`src/sv/udp_can_frame_unpack_fifo_unit_macros.svh`:
```
// Assertion macros shared by the CAN frame unpack queue RTL.
// Used by files that carry concurrent checks; needs signals named clock and reset.
`ifndef UDP_CAN_FRAME_UNPACK_FIFO_UNIT_MACROS_SVH
`define UDP_CAN_FRAME_UNPACK_FIFO_UNIT_MACROS_SVH

`ifndef ASSERT_OFF

// Property that must hold at every clock edge outside reset.
`define UCFU_ASSERT(lbl, prop) \
   lbl: assert property (@(posedge clock) disable iff (reset) prop) \
      else $error("ucfu assertion failed");

// Condition that must never be true outside reset.
`define UCFU_NEVER(lbl, expr) \
   `UCFU_ASSERT(lbl, !(expr))

`else

`define UCFU_ASSERT(lbl, prop)
`define UCFU_NEVER(lbl, expr)

`endif

`endif

```
`src/sv/ucfu_pkg.sv`:
```
// Package for the CAN frame unpack queue: codes, constants, record types and helpers.
// Used by every module of the block except ucfu_ram; depends on nothing.
`default_nettype none

package ucfu_pkg;

   // Queue geometry.
   localparam int QUEUE_DEPTH = 16;
   localparam int QUEUE_AW    = $clog2(QUEUE_DEPTH);

   // Datagram layout.
   localparam logic [3:0] HEADER_LEN   = 4'd5;
   localparam logic [3:0] PAYLOAD_END  = 4'd13;
   localparam logic [3:0] POS_MAX      = 4'd15;
   localparam logic [3:0] MAX_DATA_LEN = 4'd8;

   // Item operation.
   typedef enum logic {
      OP_BYTE = 1'b0,
      OP_POP  = 1'b1
   } op_type;

   // Result status codes.
   typedef enum logic [2:0] {
      ST_STORED     = 3'd0,
      ST_DROP_FULL  = 3'd1,
      ST_DROP_SHORT = 3'd2,
      ST_POPPED     = 3'd3,
      ST_EMPTY      = 3'd4
   } status_type;

   // One queued CAN message.
   typedef struct packed {
      logic [1:0]  frame_type;
      logic [28:0] can_id;
      logic [3:0]  data_length;
      logic [63:0] payload;
   } ring_entry_type;

   localparam int ENTRY_W = $bits(ring_entry_type);

   // Message assembled by the unpacker on the last byte of a datagram.
   typedef struct packed {
      logic           short_frame;
      ring_entry_type entry;
   } unpack_out_type;

   // Contents of the stage between the queue control and the result register.
   typedef struct packed {
      logic       valid;
      status_type status;
   } stage_type;

   // Ring pointer advance with wrap at the queue depth.
   function automatic logic [QUEUE_AW-1:0] next_index(input logic [QUEUE_AW-1:0] ptr);
      logic [QUEUE_AW-1:0] nxt;
      if (ptr == QUEUE_AW'(QUEUE_DEPTH - 1)) begin
         nxt = '0;
      end else begin
         nxt = ptr + 1'b1;
      end
      return nxt;
   endfunction

   // Keeps the payload bytes below the data length and clears the rest.
   function automatic logic [63:0] payload_mask(input logic [3:0] len);
      logic [63:0] mask;
      mask = '0;
      for (int i = 0; i < 8; i++) begin
         mask[8*i +: 8] = (4'(i) < len) ? 8'hFF : 8'h00;
      end
      return mask;
   endfunction

endpackage

`default_nettype wire

```
`src/sv/ucfu_ram.sv`:
```
// Generic single-write, single-read RAM with a registered read port.
// Stand-alone; used for the message ring of the CAN frame unpack queue.
`default_nettype none

module ucfu_ram #(
   parameter int WIDTH = 8,
   parameter int DEPTH = 16
) (
   input  wire logic                     clock,
   input  wire logic                     wr_en,
   input  wire logic [$clog2(DEPTH)-1:0] wr_addr,
   input  wire logic [WIDTH-1:0]         wr_data,
   input  wire logic                     rd_en,
   input  wire logic [$clog2(DEPTH)-1:0] rd_addr,
   output logic      [WIDTH-1:0]         rd_data
);

   logic [WIDTH-1:0] mem_ff [DEPTH];
   logic [WIDTH-1:0] rd_data_ff;

   // Write port.
   always_ff @(posedge clock) begin
      if (wr_en) begin
         mem_ff[wr_addr] <= wr_data;
      end
   end

   // Registered read port; the data holds while no read is issued.
   always_ff @(posedge clock) begin
      if (rd_en) begin
         rd_data_ff <= mem_ff[rd_addr];
      end
   end

   assign rd_data = rd_data_ff;

endmodule

`default_nettype wire

```
`src/sv/ucfu_unpack.sv`:
```
// Datagram byte staging and header unpacking into a CAN message record.
// Depends on ucfu_pkg.
`default_nettype none

module ucfu_unpack (
   input  wire logic                     clock,
   input  wire logic                     reset,
   input  wire logic                     byte_en,
   input  wire logic [7:0]               data_byte,
   input  wire logic                     last_byte,
   output ucfu_pkg::unpack_out_type      frame
);

   logic [3:0]  pos_ff;
   logic [3:0]  pos_in;
   logic [39:0] header_ff;
   logic [39:0] header_in;
   logic [63:0] payload_ff;
   logic [63:0] payload_in;
   logic [2:0]  pay_idx;
   logic [7:0]  b0, b1, b2, b3, b4;
   logic [6:0]  raw_len;
   logic [3:0]  data_len;
   logic        ext_flag;

   // Place the incoming byte into the header or the payload staging.
   always_comb begin
      header_in  = header_ff;
      payload_in = payload_ff;
      pay_idx    = 3'(pos_ff - ucfu_pkg::HEADER_LEN);
      if (pos_ff < ucfu_pkg::HEADER_LEN) begin
         header_in[{pos_ff[2:0], 3'b000} +: 8] = data_byte;
      end else if (pos_ff < ucfu_pkg::PAYLOAD_END) begin
         payload_in[{pay_idx, 3'b000} +: 8] = data_byte;
      end
      pos_in = (pos_ff == ucfu_pkg::POS_MAX) ? pos_ff : pos_ff + 4'd1;
   end

   // Unpack the header as it stands once the current byte is included.
   always_comb begin
      b0       = header_in[7:0];
      b1       = header_in[15:8];
      b2       = header_in[23:16];
      b3       = header_in[31:24];
      b4       = header_in[39:32];
      ext_flag = b1[3];
      raw_len  = b4[7:1];
      data_len = (raw_len > 7'(ucfu_pkg::MAX_DATA_LEN)) ? ucfu_pkg::MAX_DATA_LEN
                                                        : raw_len[3:0];
      frame.short_frame       = (pos_in < ucfu_pkg::HEADER_LEN);
      frame.entry.frame_type  = {ext_flag, b4[0]};
      frame.entry.data_length = data_len;
      frame.entry.payload     = payload_in & ucfu_pkg::payload_mask(data_len);
      if (ext_flag) begin
         frame.entry.can_id = {b0, b1[7:5], b1[1:0], b2, b3};
      end else begin
         frame.entry.can_id = {13'd0, b2, b3};
      end
   end

   // Staging registers; the last byte clears them for the next datagram.
   always_ff @(posedge clock) begin
      if (reset) begin
         pos_ff     <= '0;
         header_ff  <= '0;
         payload_ff <= '0;
      end else if (byte_en) begin
         if (last_byte) begin
            pos_ff     <= '0;
            header_ff  <= '0;
            payload_ff <= '0;
         end else begin
            pos_ff     <= pos_in;
            header_ff  <= header_in;
            payload_ff <= payload_in;
         end
      end
   end

endmodule

`default_nettype wire

```
`src/sv/ucfu_queue_ctrl.sv`:
```
// Ring pointer control and status decision for the CAN message queue.
// Depends on ucfu_pkg and the assertion macro header.
`default_nettype none
`include "udp_can_frame_unpack_fifo_unit_macros.svh"

module ucfu_queue_ctrl (
   input  wire logic                              clock,
   input  wire logic                              reset,
   input  wire logic                              advance,
   input  wire logic                              push,
   input  wire logic                              pop,
   input  wire ucfu_pkg::unpack_out_type          frame,
   output ucfu_pkg::stage_type                    stage,
   output logic                                   ram_wr_en,
   output logic [ucfu_pkg::QUEUE_AW-1:0]          ram_wr_addr,
   output ucfu_pkg::ring_entry_type               ram_wr_data,
   output logic                                   ram_rd_en,
   output logic [ucfu_pkg::QUEUE_AW-1:0]          ram_rd_addr
);

   logic [ucfu_pkg::QUEUE_AW-1:0] wr_ptr_ff, wr_ptr_in;
   logic [ucfu_pkg::QUEUE_AW-1:0] rd_ptr_ff, rd_ptr_in;
   logic                          last_read_ff, last_read_in;
   ucfu_pkg::stage_type           stage_ff, stage_in;
   logic                          same_ptr;
   logic                          q_empty;
   logic                          q_full;

   assign same_ptr = (wr_ptr_ff == rd_ptr_ff);
   assign q_empty  = same_ptr && last_read_ff;
   assign q_full   = same_ptr && !last_read_ff;

   // Decide the status of the transaction and move the pointers.
   always_comb begin
      wr_ptr_in       = wr_ptr_ff;
      rd_ptr_in       = rd_ptr_ff;
      last_read_in    = last_read_ff;
      stage_in.valid  = 1'b0;
      stage_in.status = ucfu_pkg::ST_STORED;
      ram_wr_en       = 1'b0;
      ram_rd_en       = 1'b0;
      if (pop) begin
         stage_in.valid = 1'b1;
         if (q_empty) begin
            stage_in.status = ucfu_pkg::ST_EMPTY;
         end else begin
            stage_in.status = ucfu_pkg::ST_POPPED;
            ram_rd_en       = 1'b1;
            rd_ptr_in       = ucfu_pkg::next_index(rd_ptr_ff);
            last_read_in    = 1'b1;
         end
      end else if (push) begin
         stage_in.valid = 1'b1;
         if (q_full) begin
            stage_in.status = ucfu_pkg::ST_DROP_FULL;
         end else if (frame.short_frame) begin
            stage_in.status = ucfu_pkg::ST_DROP_SHORT;
         end else begin
            stage_in.status = ucfu_pkg::ST_STORED;
            ram_wr_en       = 1'b1;
            wr_ptr_in       = ucfu_pkg::next_index(wr_ptr_ff);
            last_read_in    = 1'b0;
         end
      end
   end

   assign ram_wr_addr = wr_ptr_ff;
   assign ram_wr_data = frame.entry;
   assign ram_rd_addr = rd_ptr_ff;

   // Pointer and flag registers.
   always_ff @(posedge clock) begin
      if (reset) begin
         wr_ptr_ff    <= '0;
         rd_ptr_ff    <= '0;
         last_read_ff <= 1'b1;
      end else begin
         wr_ptr_ff    <= wr_ptr_in;
         rd_ptr_ff    <= rd_ptr_in;
         last_read_ff <= last_read_in;
      end
   end

   // Stage register, level with the RAM read data; it holds while the output stalls.
   always_ff @(posedge clock) begin
      if (reset) begin
         stage_ff.valid  <= 1'b0;
         stage_ff.status <= ucfu_pkg::ST_STORED;
      end else if (advance) begin
         stage_ff <= stage_in;
      end
   end

   assign stage = stage_ff;

   // A transaction is either a store or a pop, never both at once.
   `UCFU_NEVER(a_no_wr_rd_same_cycle, ram_wr_en && ram_rd_en)
   // A store leaves the queue non-empty.
   `UCFU_ASSERT(a_store_not_empty, ram_wr_en |=> !q_empty)
   // A pop leaves the queue non-full.
   `UCFU_ASSERT(a_pop_not_full, ram_rd_en |=> !q_full)
   // Nothing is decided while the stage is held.
   `UCFU_NEVER(a_no_work_when_held, !advance && (push || pop))

endmodule

`default_nettype wire

```
`src/sv/udp_can_frame_unpack_fifo_unit.sv`:
```
// Top level of the CAN frame unpack queue: handshake, ring RAM and result register.
// Depends on ucfu_pkg, ucfu_unpack, ucfu_queue_ctrl, ucfu_ram and the macro header.
//
//   Channel   Direction  Handshake            Payload
//   req_      in         req_valid/req_stall  op, data_byte, last_byte
//   rsp_      out        rsp_valid/rsp_stall  status, frame_type, can_id, data_length,
//                                             payload, total_length
//
// One transaction is accepted per cycle while req_stall is low; its result is registered first in the
// stage register, level with the ring RAM's registered read, and then in the result register.
// A datagram byte that is not the last gives no result.
// Reset clears the staging, pointers and pipeline valids; ring contents need no clearing.
// A stalled result holds the whole pipeline: req_stall is high while rsp_valid and rsp_stall are.
`default_nettype none
`include "udp_can_frame_unpack_fifo_unit_macros.svh"

module udp_can_frame_unpack_fifo_unit (
   input  wire logic        clock,
   input  wire logic        reset,
   input  wire logic        req_valid,
   output logic             req_stall,
   input  wire logic        req_op,
   input  wire logic [7:0]  req_data_byte,
   input  wire logic        req_last_byte,
   output logic             rsp_valid,
   input  wire logic        rsp_stall,
   output logic [2:0]       rsp_status,
   output logic [1:0]       rsp_frame_type,
   output logic [28:0]      rsp_can_id,
   output logic [3:0]       rsp_data_length,
   output logic [63:0]      rsp_payload,
   output logic [3:0]       rsp_total_length
);

   logic                          advance;
   logic                          accept;
   logic                          byte_en;
   logic                          push;
   logic                          pop;
   ucfu_pkg::unpack_out_type      frame;
   ucfu_pkg::stage_type           stage;
   logic                          ram_wr_en;
   logic [ucfu_pkg::QUEUE_AW-1:0] ram_wr_addr;
   ucfu_pkg::ring_entry_type      ram_wr_data;
   logic                          ram_rd_en;
   logic [ucfu_pkg::QUEUE_AW-1:0] ram_rd_addr;
   ucfu_pkg::ring_entry_type      ram_rd_data;
   logic                          rsp_valid_ff;
   ucfu_pkg::status_type          rsp_status_ff;
   ucfu_pkg::ring_entry_type      rsp_entry_ff;
   ucfu_pkg::ring_entry_type      rsp_entry_in;

   // The pipeline moves whenever the result register is free or being emptied.
   assign advance   = !rsp_valid_ff || !rsp_stall;
   assign req_stall = !advance;
   assign accept    = req_valid && advance;
   assign byte_en   = accept && (ucfu_pkg::op_type'(req_op) == ucfu_pkg::OP_BYTE);
   assign pop       = accept && (ucfu_pkg::op_type'(req_op) == ucfu_pkg::OP_POP);
   assign push      = byte_en && req_last_byte;

   ucfu_unpack u_unpack (
      .clock     (clock),
      .reset     (reset),
      .byte_en   (byte_en),
      .data_byte (req_data_byte),
      .last_byte (req_last_byte),
      .frame     (frame)
   );

   ucfu_queue_ctrl u_queue_ctrl (
      .clock       (clock),
      .reset       (reset),
      .advance     (advance),
      .push        (push),
      .pop         (pop),
      .frame       (frame),
      .stage       (stage),
      .ram_wr_en   (ram_wr_en),
      .ram_wr_addr (ram_wr_addr),
      .ram_wr_data (ram_wr_data),
      .ram_rd_en   (ram_rd_en),
      .ram_rd_addr (ram_rd_addr)
   );

   ucfu_ram #(
      .WIDTH (ucfu_pkg::ENTRY_W),
      .DEPTH (ucfu_pkg::QUEUE_DEPTH)
   ) u_ring (
      .clock   (clock),
      .wr_en   (ram_wr_en),
      .wr_addr (ram_wr_addr),
      .wr_data (ram_wr_data),
      .rd_en   (ram_rd_en),
      .rd_addr (ram_rd_addr),
      .rd_data (ram_rd_data)
   );

   // Message fields are shown only for a pop; every other status carries zeros.
   always_comb begin
      if (stage.status == ucfu_pkg::ST_POPPED) begin
         rsp_entry_in = ram_rd_data;
      end else begin
         rsp_entry_in = '0;
      end
   end

   // Result register.
   always_ff @(posedge clock) begin
      if (reset) begin
         rsp_valid_ff <= 1'b0;
      end else if (advance) begin
         rsp_valid_ff <= stage.valid;
      end
   end

   always_ff @(posedge clock) begin
      if (advance) begin
         rsp_status_ff <= stage.status;
         rsp_entry_ff  <= rsp_entry_in;
      end
   end

   assign rsp_valid        = rsp_valid_ff;
   assign rsp_status       = rsp_status_ff;
   assign rsp_frame_type   = rsp_entry_ff.frame_type;
   assign rsp_can_id       = rsp_entry_ff.can_id;
   assign rsp_data_length  = rsp_entry_ff.data_length;
   assign rsp_payload      = rsp_entry_ff.payload;
   assign rsp_total_length = (rsp_status_ff == ucfu_pkg::ST_POPPED)
                             ? 4'(rsp_entry_ff.data_length + ucfu_pkg::HEADER_LEN)
                             : 4'd0;

   // Only a popped message carries an identifier or payload.
   `UCFU_ASSERT(a_fields_zero_unless_pop,
      (rsp_valid_ff && (rsp_status_ff != ucfu_pkg::ST_POPPED))
         |-> ((rsp_can_id == 29'd0) && (rsp_payload == 64'd0)))
   // A popped message never reports more than eight data bytes.
   `UCFU_NEVER(a_len_saturated,
      rsp_valid_ff && (rsp_status_ff == ucfu_pkg::ST_POPPED)
         && (rsp_data_length > ucfu_pkg::MAX_DATA_LEN))

endmodule

`default_nettype wire
```
`config.mk`:
```
export PLATFORM = sky130hd
export DESIGN_NAME = udp_can_frame_unpack_fifo_unit
export DESIGN_NICKNAME = d
export VERILOG_FILES = /design/src/sv/ucfu_pkg.sv /design/src/sv/ucfu_ram.sv /design/src/sv/ucfu_unpack.sv /design/src/sv/ucfu_queue_ctrl.sv /design/src/sv/udp_can_frame_unpack_fifo_unit.sv
export VERILOG_INCLUDE_DIRS = /design/src /design/src/sv
export SDC_FILE = /design/constraint.sdc
export NUM_CORES = 2
export LEC_CHECK = 0
export BUFFER_PORTS_ARGS = -buffer_cell sky130_fd_sc_hd__buf_2
export CORE_MARGIN = 1.5
export CORE_UTILIZATION = 45
export CTS_BUF_LIST = sky130_fd_sc_hd__clkbuf_8
export DETAILED_ROUTE_END_ITERATION = 6
export MAX_ROUTING_LAYER = met4
export SLEW_MARGIN = 20
export SYNTH_ARGS = -nofsm -noshare
export SYNTH_HDL_FRONTEND = slang
export SYNTH_SLANG_ARGS = --single-unit
```
`constraint.sdc`:
```
create_clock -name clock -period 16.7 [get_ports clock]
set_input_delay 4.175 -clock clock [delete_from_list [all_inputs] [get_ports clock]]
set_output_delay 4.175 -clock clock [all_outputs]
set_load 0.02 [all_outputs]
```
Yosys cells after proc, flatten, opt, wreduce, memory -nomap -nowiden
Memory sizes are Yosys's and may differ from the RTL's. A register that Yosys moved wholly into a read port is not among the register bits.
Index checks and enable logic that the tools add are counted.
Operators by class
  shift-type cells: 4
  bitwise operators: 6
  $mul: 0
  add/subtract/negate cells: 7
  mux-type cells: 40
  equality and inequality tests: 9
  reduce and logical (&&, ||, !) cells: 17
  divide/modulo/power cells: 0
  order comparisons: 12
Operators by type and width (count)
  2-to-1 mux 64 bit: 3
  2-to-1 mux 40 bit: 2
  bitwise AND 64 bit: 1
  bitwise mux 64 bit: 1
  2-to-1 mux 8 bit: 8
  variable shift 8 x 8 -> 64 bit (first input constant): 1
  indexed part select 8 x 8 -> 64 bit: 1
  bitwise mux 40 bit: 1
  variable shift 8 x 8 -> 40 bit (first input constant): 1
  indexed part select 8 x 8 -> 40 bit: 1
  2-to-1 mux 4 bit: 8
  2-to-1 mux 29 bit: 1
  < comparator 3 x 4 -> 1 bit (first input constant): 4
  negation 6 -> 8 bit: 2
  2-to-1 mux 1 bit: 13
  adder 4 x 1 -> 4 bit (second input constant): 3
  == test 4 bit (second input constant): 3
  < comparator 1 x 4 -> 1 bit (first input constant): 2
  < comparator 2 x 4 -> 1 bit (first input constant): 2
  < comparator 4 x 3 -> 1 bit (second input constant): 2
  AND reduction 4 bit: 2
  greater-than comparator 7 x 4 -> 1 bit (second input constant): 1
  == test 3 x 2 -> 1 bit (second input constant): 2
  logical AND 1 bit: 6
  12 further kinds: 24
Storage, ports and cells
  bits in read-only memories: 0
  memory bits (writable): 1584
  bits in registers: 224
  output and inout bits: 108
  word-level logic and storage cells: 111
  memories kept: 1
  bits in latches: 0
Memory list
  u_ring.mem_ff: words 16, bits a word 99, read ports 1, clocked after memory_dff 1, write ports 1, RTL line ucfu_ram.sv:18  | logic [WIDTH-1:0] mem_ff [DEPTH];

Depth between registers and ports, before layout
  depth after elaboration: 9
  gate-level depth with buffers: 11
  depth with buffers taken out: 9

Modules after synthesis
From an unflattened synthesis, not the netlist that was laid out.
Second synthesis, totals
  cells, all modules: 3716
  area, all modules: 73842.1 sq um
Modules (own cells, without submodules)
  ucfu_ram: area an instance 62203.4 sq um, seq. area each 50538.5 sq um, cells an instance 2534, instances 1
  ucfu_unpack: area an instance 6206.0 sq um, seq. area each 2122.0 sq um, cells an instance 762, instances 1
  udp_can_frame_unpack_fifo_unit: area an instance 3905.0 sq um, seq. area each 3083.0 sq um, cells an instance 232, instances 1
  ucfu_queue_ctrl: area an instance 1527.7 sq um, seq. area each 260.2 sq um, cells an instance 188, instances 1

Least setup slack after synthesis
OpenSTA, ideal clock, no wires.
  path kind: input port to flip-flop
  from: in rsp_stall
  to: reg u_queue_ctrl.rd_ptr_ff, in the netlist u_queue_ctrl.ram_rd_addr[3]
  cell stages on the path: 5
  slack: 3.904 ns
  path buffers: 0
  library setup time: 0.127 ns
  data arrival time: 12.669 ns
  required time: 16.573 ns
  cell sequence: nand2_1 > nand3_1 > a21oi_1 > a41oi_1 > a311oi_1
Between the ends
  longest elaborated chain between the ends: 5
RTL lines
  start: declaration: RTL line udp_can_frame_unpack_fifo_unit.sv:26  | input wire logic rsp_stall,
  zero test 1 bit: RTL line udp_can_frame_unpack_fifo_unit.sv:54  | assign advance = !rsp_valid_ff || !rsp_stall;
  logical OR 1 bit: RTL line udp_can_frame_unpack_fifo_unit.sv:54
  logical AND 1 bit: RTL line udp_can_frame_unpack_fifo_unit.sv:56  | assign accept = req_valid && advance;
  logical AND 1 bit: RTL line udp_can_frame_unpack_fifo_unit.sv:58  | assign pop = accept && (ucfu_pkg::op_type'(req_op) == ucfu_pkg::OP_POP);
  AND reduction 2 bit (no line)
  end signal: assignment: RTL line ucfu_queue_ctrl.sv:79  | rd_ptr_ff <= rd_ptr_in;
  end: declaration: RTL line ucfu_queue_ctrl.sv:22  | logic [ucfu_pkg::QUEUE_AW-1:0] rd_ptr_ff, rd_ptr_in;
No other way between the ends.
A chain may end at the register's enable or synchronous reset.

Worst setup path after layout
  from: in rsp_stall
  to: out req_stall
Between the ends
  longest elaborated chain between the ends: 3
RTL lines
  zero test 1 bit: RTL line udp_can_frame_unpack_fifo_unit.sv:54
  logical OR 1 bit: RTL line udp_can_frame_unpack_fifo_unit.sv:54
  zero test 1 bit: RTL line udp_can_frame_unpack_fifo_unit.sv:55  | assign req_stall = !advance;
  end: declaration: RTL line udp_can_frame_unpack_fifo_unit.sv:21  | output logic req_stall,
No other way between the ends.

==> metrics.md <==
| Metric | Value |
|---|---|
| Largest net degree at the start of global routing | 106 |
| Iter 0 DRT Violations | 2805 |
| R2R cell count | 9 |
| Cell Area, Placed | 76630 µm² |
| RSZ-0062 raised after global routing | false |
| Worst hold stages | 2 |
| Resized cells post-CTS | 0 |
| Leakage Power | 25.81 nW |
| Detail Placement HPWL | 87.06 mm |
| Final wirelength | approximately 160 mm |
| Total iterations of the first detailed-routing run | 7 |
| Worst skew pair latency | 1.02 ns |
| Fin area | a little over 80000 µm² |
| GRT Overall Usage | 19.91% |
| Core area | around 160000 µm² |
| Adder-Cell Fraction of Synth Area | 0.2382% |
| Switching power | roughly 1.9 mW |
| Final Hold Fails | 0 |
| Synth Area in Compound Gates | 3.707% |
| Area of the multi-input gates | 16730 µm² |
| Synthesized Nets | 3693 |
| Post-Synth XOR/XNOR Area | 0.09528% |
| Synth top area share | 72.89% |
| Worst clock skew | approximately 0.062 ns |
| # clock sinks | 1905 |
| Clock power share | 42.1% |
| Synthesis-stage register bit count | 1905 |
| Buffers on Ports | about 120 |
| CTS Buffer Depth | 4 |
| Ratio of cells with drive above 1 in the final layout | between 20% and 30% |
| Clock Tree Root | clkbuf_8 |
| Fin cells | 6373 |
| Row count | approximately 150 |
| Commonest non-fill, non-tap cell in the layout | edfxtp_1 |
| Sequential fraction of the synthesis area | 76.15% |
| Pwr Density | 109.6 nW/µm² |
| CTS Buf Count | 325 |
| Synth async-reset ratio | 0% |
| Max_cap viols | 0 |
| Measured slew at the worst slew-check pin | 1.113 ns |
| Startpoint type of the worst setup path | input port |
| DR vias/cell | 5.581 |
| Nets | around 4000 |
| # fillers | 13170 |
| CTS Hold Bufs | 0 |
| Synth warn | 0 |
| Largest family of logic cells by synthesized area | multiplexers |
| Post-synth top area cell | edfxtp_1 |
| Final setup viols | 0 |
| Max Slew Vio Count | 0 |
| Post-synthesis mux area share | between 10% and 20% |
| CTS tree | yes |
| Seq pwr share | between 50% and 60% |
| Wirelength per Cell | 25.30 µm |
| Fin worst setup slack | 7.494 ns |
| Crit end category | output port |
| Period utilisation layout | about 55% |
| Reg area | ~56000 µm² |
| Crit path max fanout | 24 |
| Simple logic cell fraction of the synthesized area | 3.823% |
| Die height | 407.3 µm |
| Die Wd | 407.3 µm |
| Post-synth top flop | edfxtp_1 |
| DRC | 0 |
| F_max | between 100 and 150 MHz |
| Area Overhead vs Synth | 12.21% |
| Combinational share of power | less than 1% |
| Clock period minus worst slack | 9.206 ns |
| Slew HR | between 20 and 30% |
| Placed cells | 5814 |
| Boundary pin count | 122 |
| First-pass GRT wire length | 237.7 mm |
| Vias | 35570 |
| Fin util | between 50% and 60% |
| Antenna viol nets, final | 0 |
| Initial antenna violation count | 9 |
| Int Pwr | between 7 and 8 mW |
| Starting Density | 45.23% |
| Setup TNS | 0 ns |
| Sw frac | 20.58% |
| Mean Syn Cell Area | between 20 and 25 µm² |
| Commonest cells after routing, fill and taps aside | edfxtp_1, mux4_2, clkbuf_8 |
| Arrival @ worst endpoint | 5.03 ns |
| Syn Std Cell Area | 73540 µm² |
| Total grt overflow | 0 |
| Distinct cells, synth | 66 |
| Die area | ~170000 µm² |
| Place WS | around 7.4 ns |
| Post-synth EDFFs | between 1500 and 2000 |
| HP Class | flop to flop |
| Vias in the first global route | 36450 |
| H-tree Lvls | 5 |
| VDD IR-drop max | 92.04 µV |
| Req. time, crit path | 12.52 ns |
| Critical setup path kind | input port to output port |
| Status | complete, no violations |
| Routability-driven placement congestion ratio | 0.8333 |
| Post-Syn Instances | 3665 |
| Clock-pin slew on the worst setup and hold paths | 0.06 ns |
| Largest cells by area after synthesis | edfxtp_1, mux4_2, dfxtp_1, mux2i_1, a21oi_1 |
| Setup Fix Bufs, Post-CTS | 0 |
## registers in the layout, indices dropped and copies added, names as in the netlist
name	cells
rsp_payload	64
rsp_data_length	4
u_unpack.payload_ff	64
u_queue_ctrl.stage	4
u_ring.mem_ff	1584
u_queue_ctrl.last_read_ff	1
rsp_frame_type	2
u_unpack.header_ff	38
u_unpack.pos_ff	4
u_queue_ctrl.ram_wr_addr	4
u_queue_ctrl.ram_rd_addr	4
u_ring.rd_data	99
rsp_valid	1
rsp_status	3
rsp_can_id	29
## worst max-delay path: stages
cell and delay [ns]:
buf_2 0.12, nand2_4 0.30, inv_1 0.22, buf_2 0.22
## synth_stat cells, drive strengths merged, types with 2 or more instances
library cell / count
a31oi: 6
nor3b: 2
xor2: 7
a41oi: 2
nor2b: 125
nand2b: 13
nand3: 29
a22o: 31
ha: 14
and3: 16
mux2i: 169
o31ai: 2
a21oi: 179
inv: 20
edfxtp: 1785
nand2: 45
buf: 73
a21boi: 2
mux4: 396
dfxtp: 120
nand4: 2
nand3b: 13
a211oi: 101
a211o: 2
nor3: 6
o2bb2ai: 2
nor4: 4
or4: 5
or2: 4
a32o: 24
a32oi: 2
and2: 133
o21ai: 52
o32ai: 9
mux2: 16
nor2: 100
clkbuf: 141
## area by class of cell
type	instances	share of cell area (%)
Antenna cell	3	0.009098
Clock buffer	344	5.738
Clock inverter	210	1.290
Inverter	20	0.09098
Multi-Input combinational cell	1526	20.28
Sequential cell	1905	67.89
Tap cell	2175	3.298
Timing Repair Buffer	190	1.407
## layer usage
metal  share of wire [%]  global-route usage, %
met3                 5.7                  4.297
met4                 1.9                  5.558
met1                  45                  27.22
met2                  48                  30.35
met5                   0                      -
## power groups by stage
stage          registers (mW)  logic (mW)  clock network, mW
2_1_floorplan            5.26      0.0351                  0
3_3_place_gp             5.25      0.0773                  0
3_5_place_dp             5.25      0.0771                  0
4_1_cts                  5.15      0.0773               3.92
5_1_grt                  5.15      0.0825               4.12
6_report                 5.15      0.0783               3.81
## kinds of logic (layout without fill, tap and decap cells)
family,count (synthesis),after routing
adders and majority gates,14,14
other,0,3
buffers and inverters,234,764
DFF,1905,1905
xor gates and xnor gates,8,8
AOI/OAI and AO/OA,420,420
and+or+nand+nor,503,503
muxes,581,581
## worst paths after layout
path	startpoint	endpoint	slack (ns)
min reg2reg	u_queue_ctrl.stage[3]$_SDFFE_PP0N_	u_queue_ctrl.stage[3]$_SDFFE_PP0N_	0.46
max reg2reg	u_unpack.pos_ff[0]$_SDFFE_PP0P_	u_ring.mem_ff[14][24]$_DFFE_PP_	10.57
min	u_queue_ctrl.stage[3]$_SDFFE_PP0N_	u_queue_ctrl.stage[3]$_SDFFE_PP0N_	0.46
max	rsp_stall	req_stall	7.49
## per-stage QoR
| stage | hold slack (ns) | power [mW] |
|---|---|---|
| after floorplan | 0.4299 | 5.300 |
| after global placement | 0.4460 | 5.331 |
| after detailed placement | 0.4489 | 5.331 |
| after CTS | 0.4608 | 9.148 |
| after global routing | 0.4775 | 9.353 |
| final | 0.4617 | 9.041 |
Note: power is estimated with default switching activity, not from simulation.
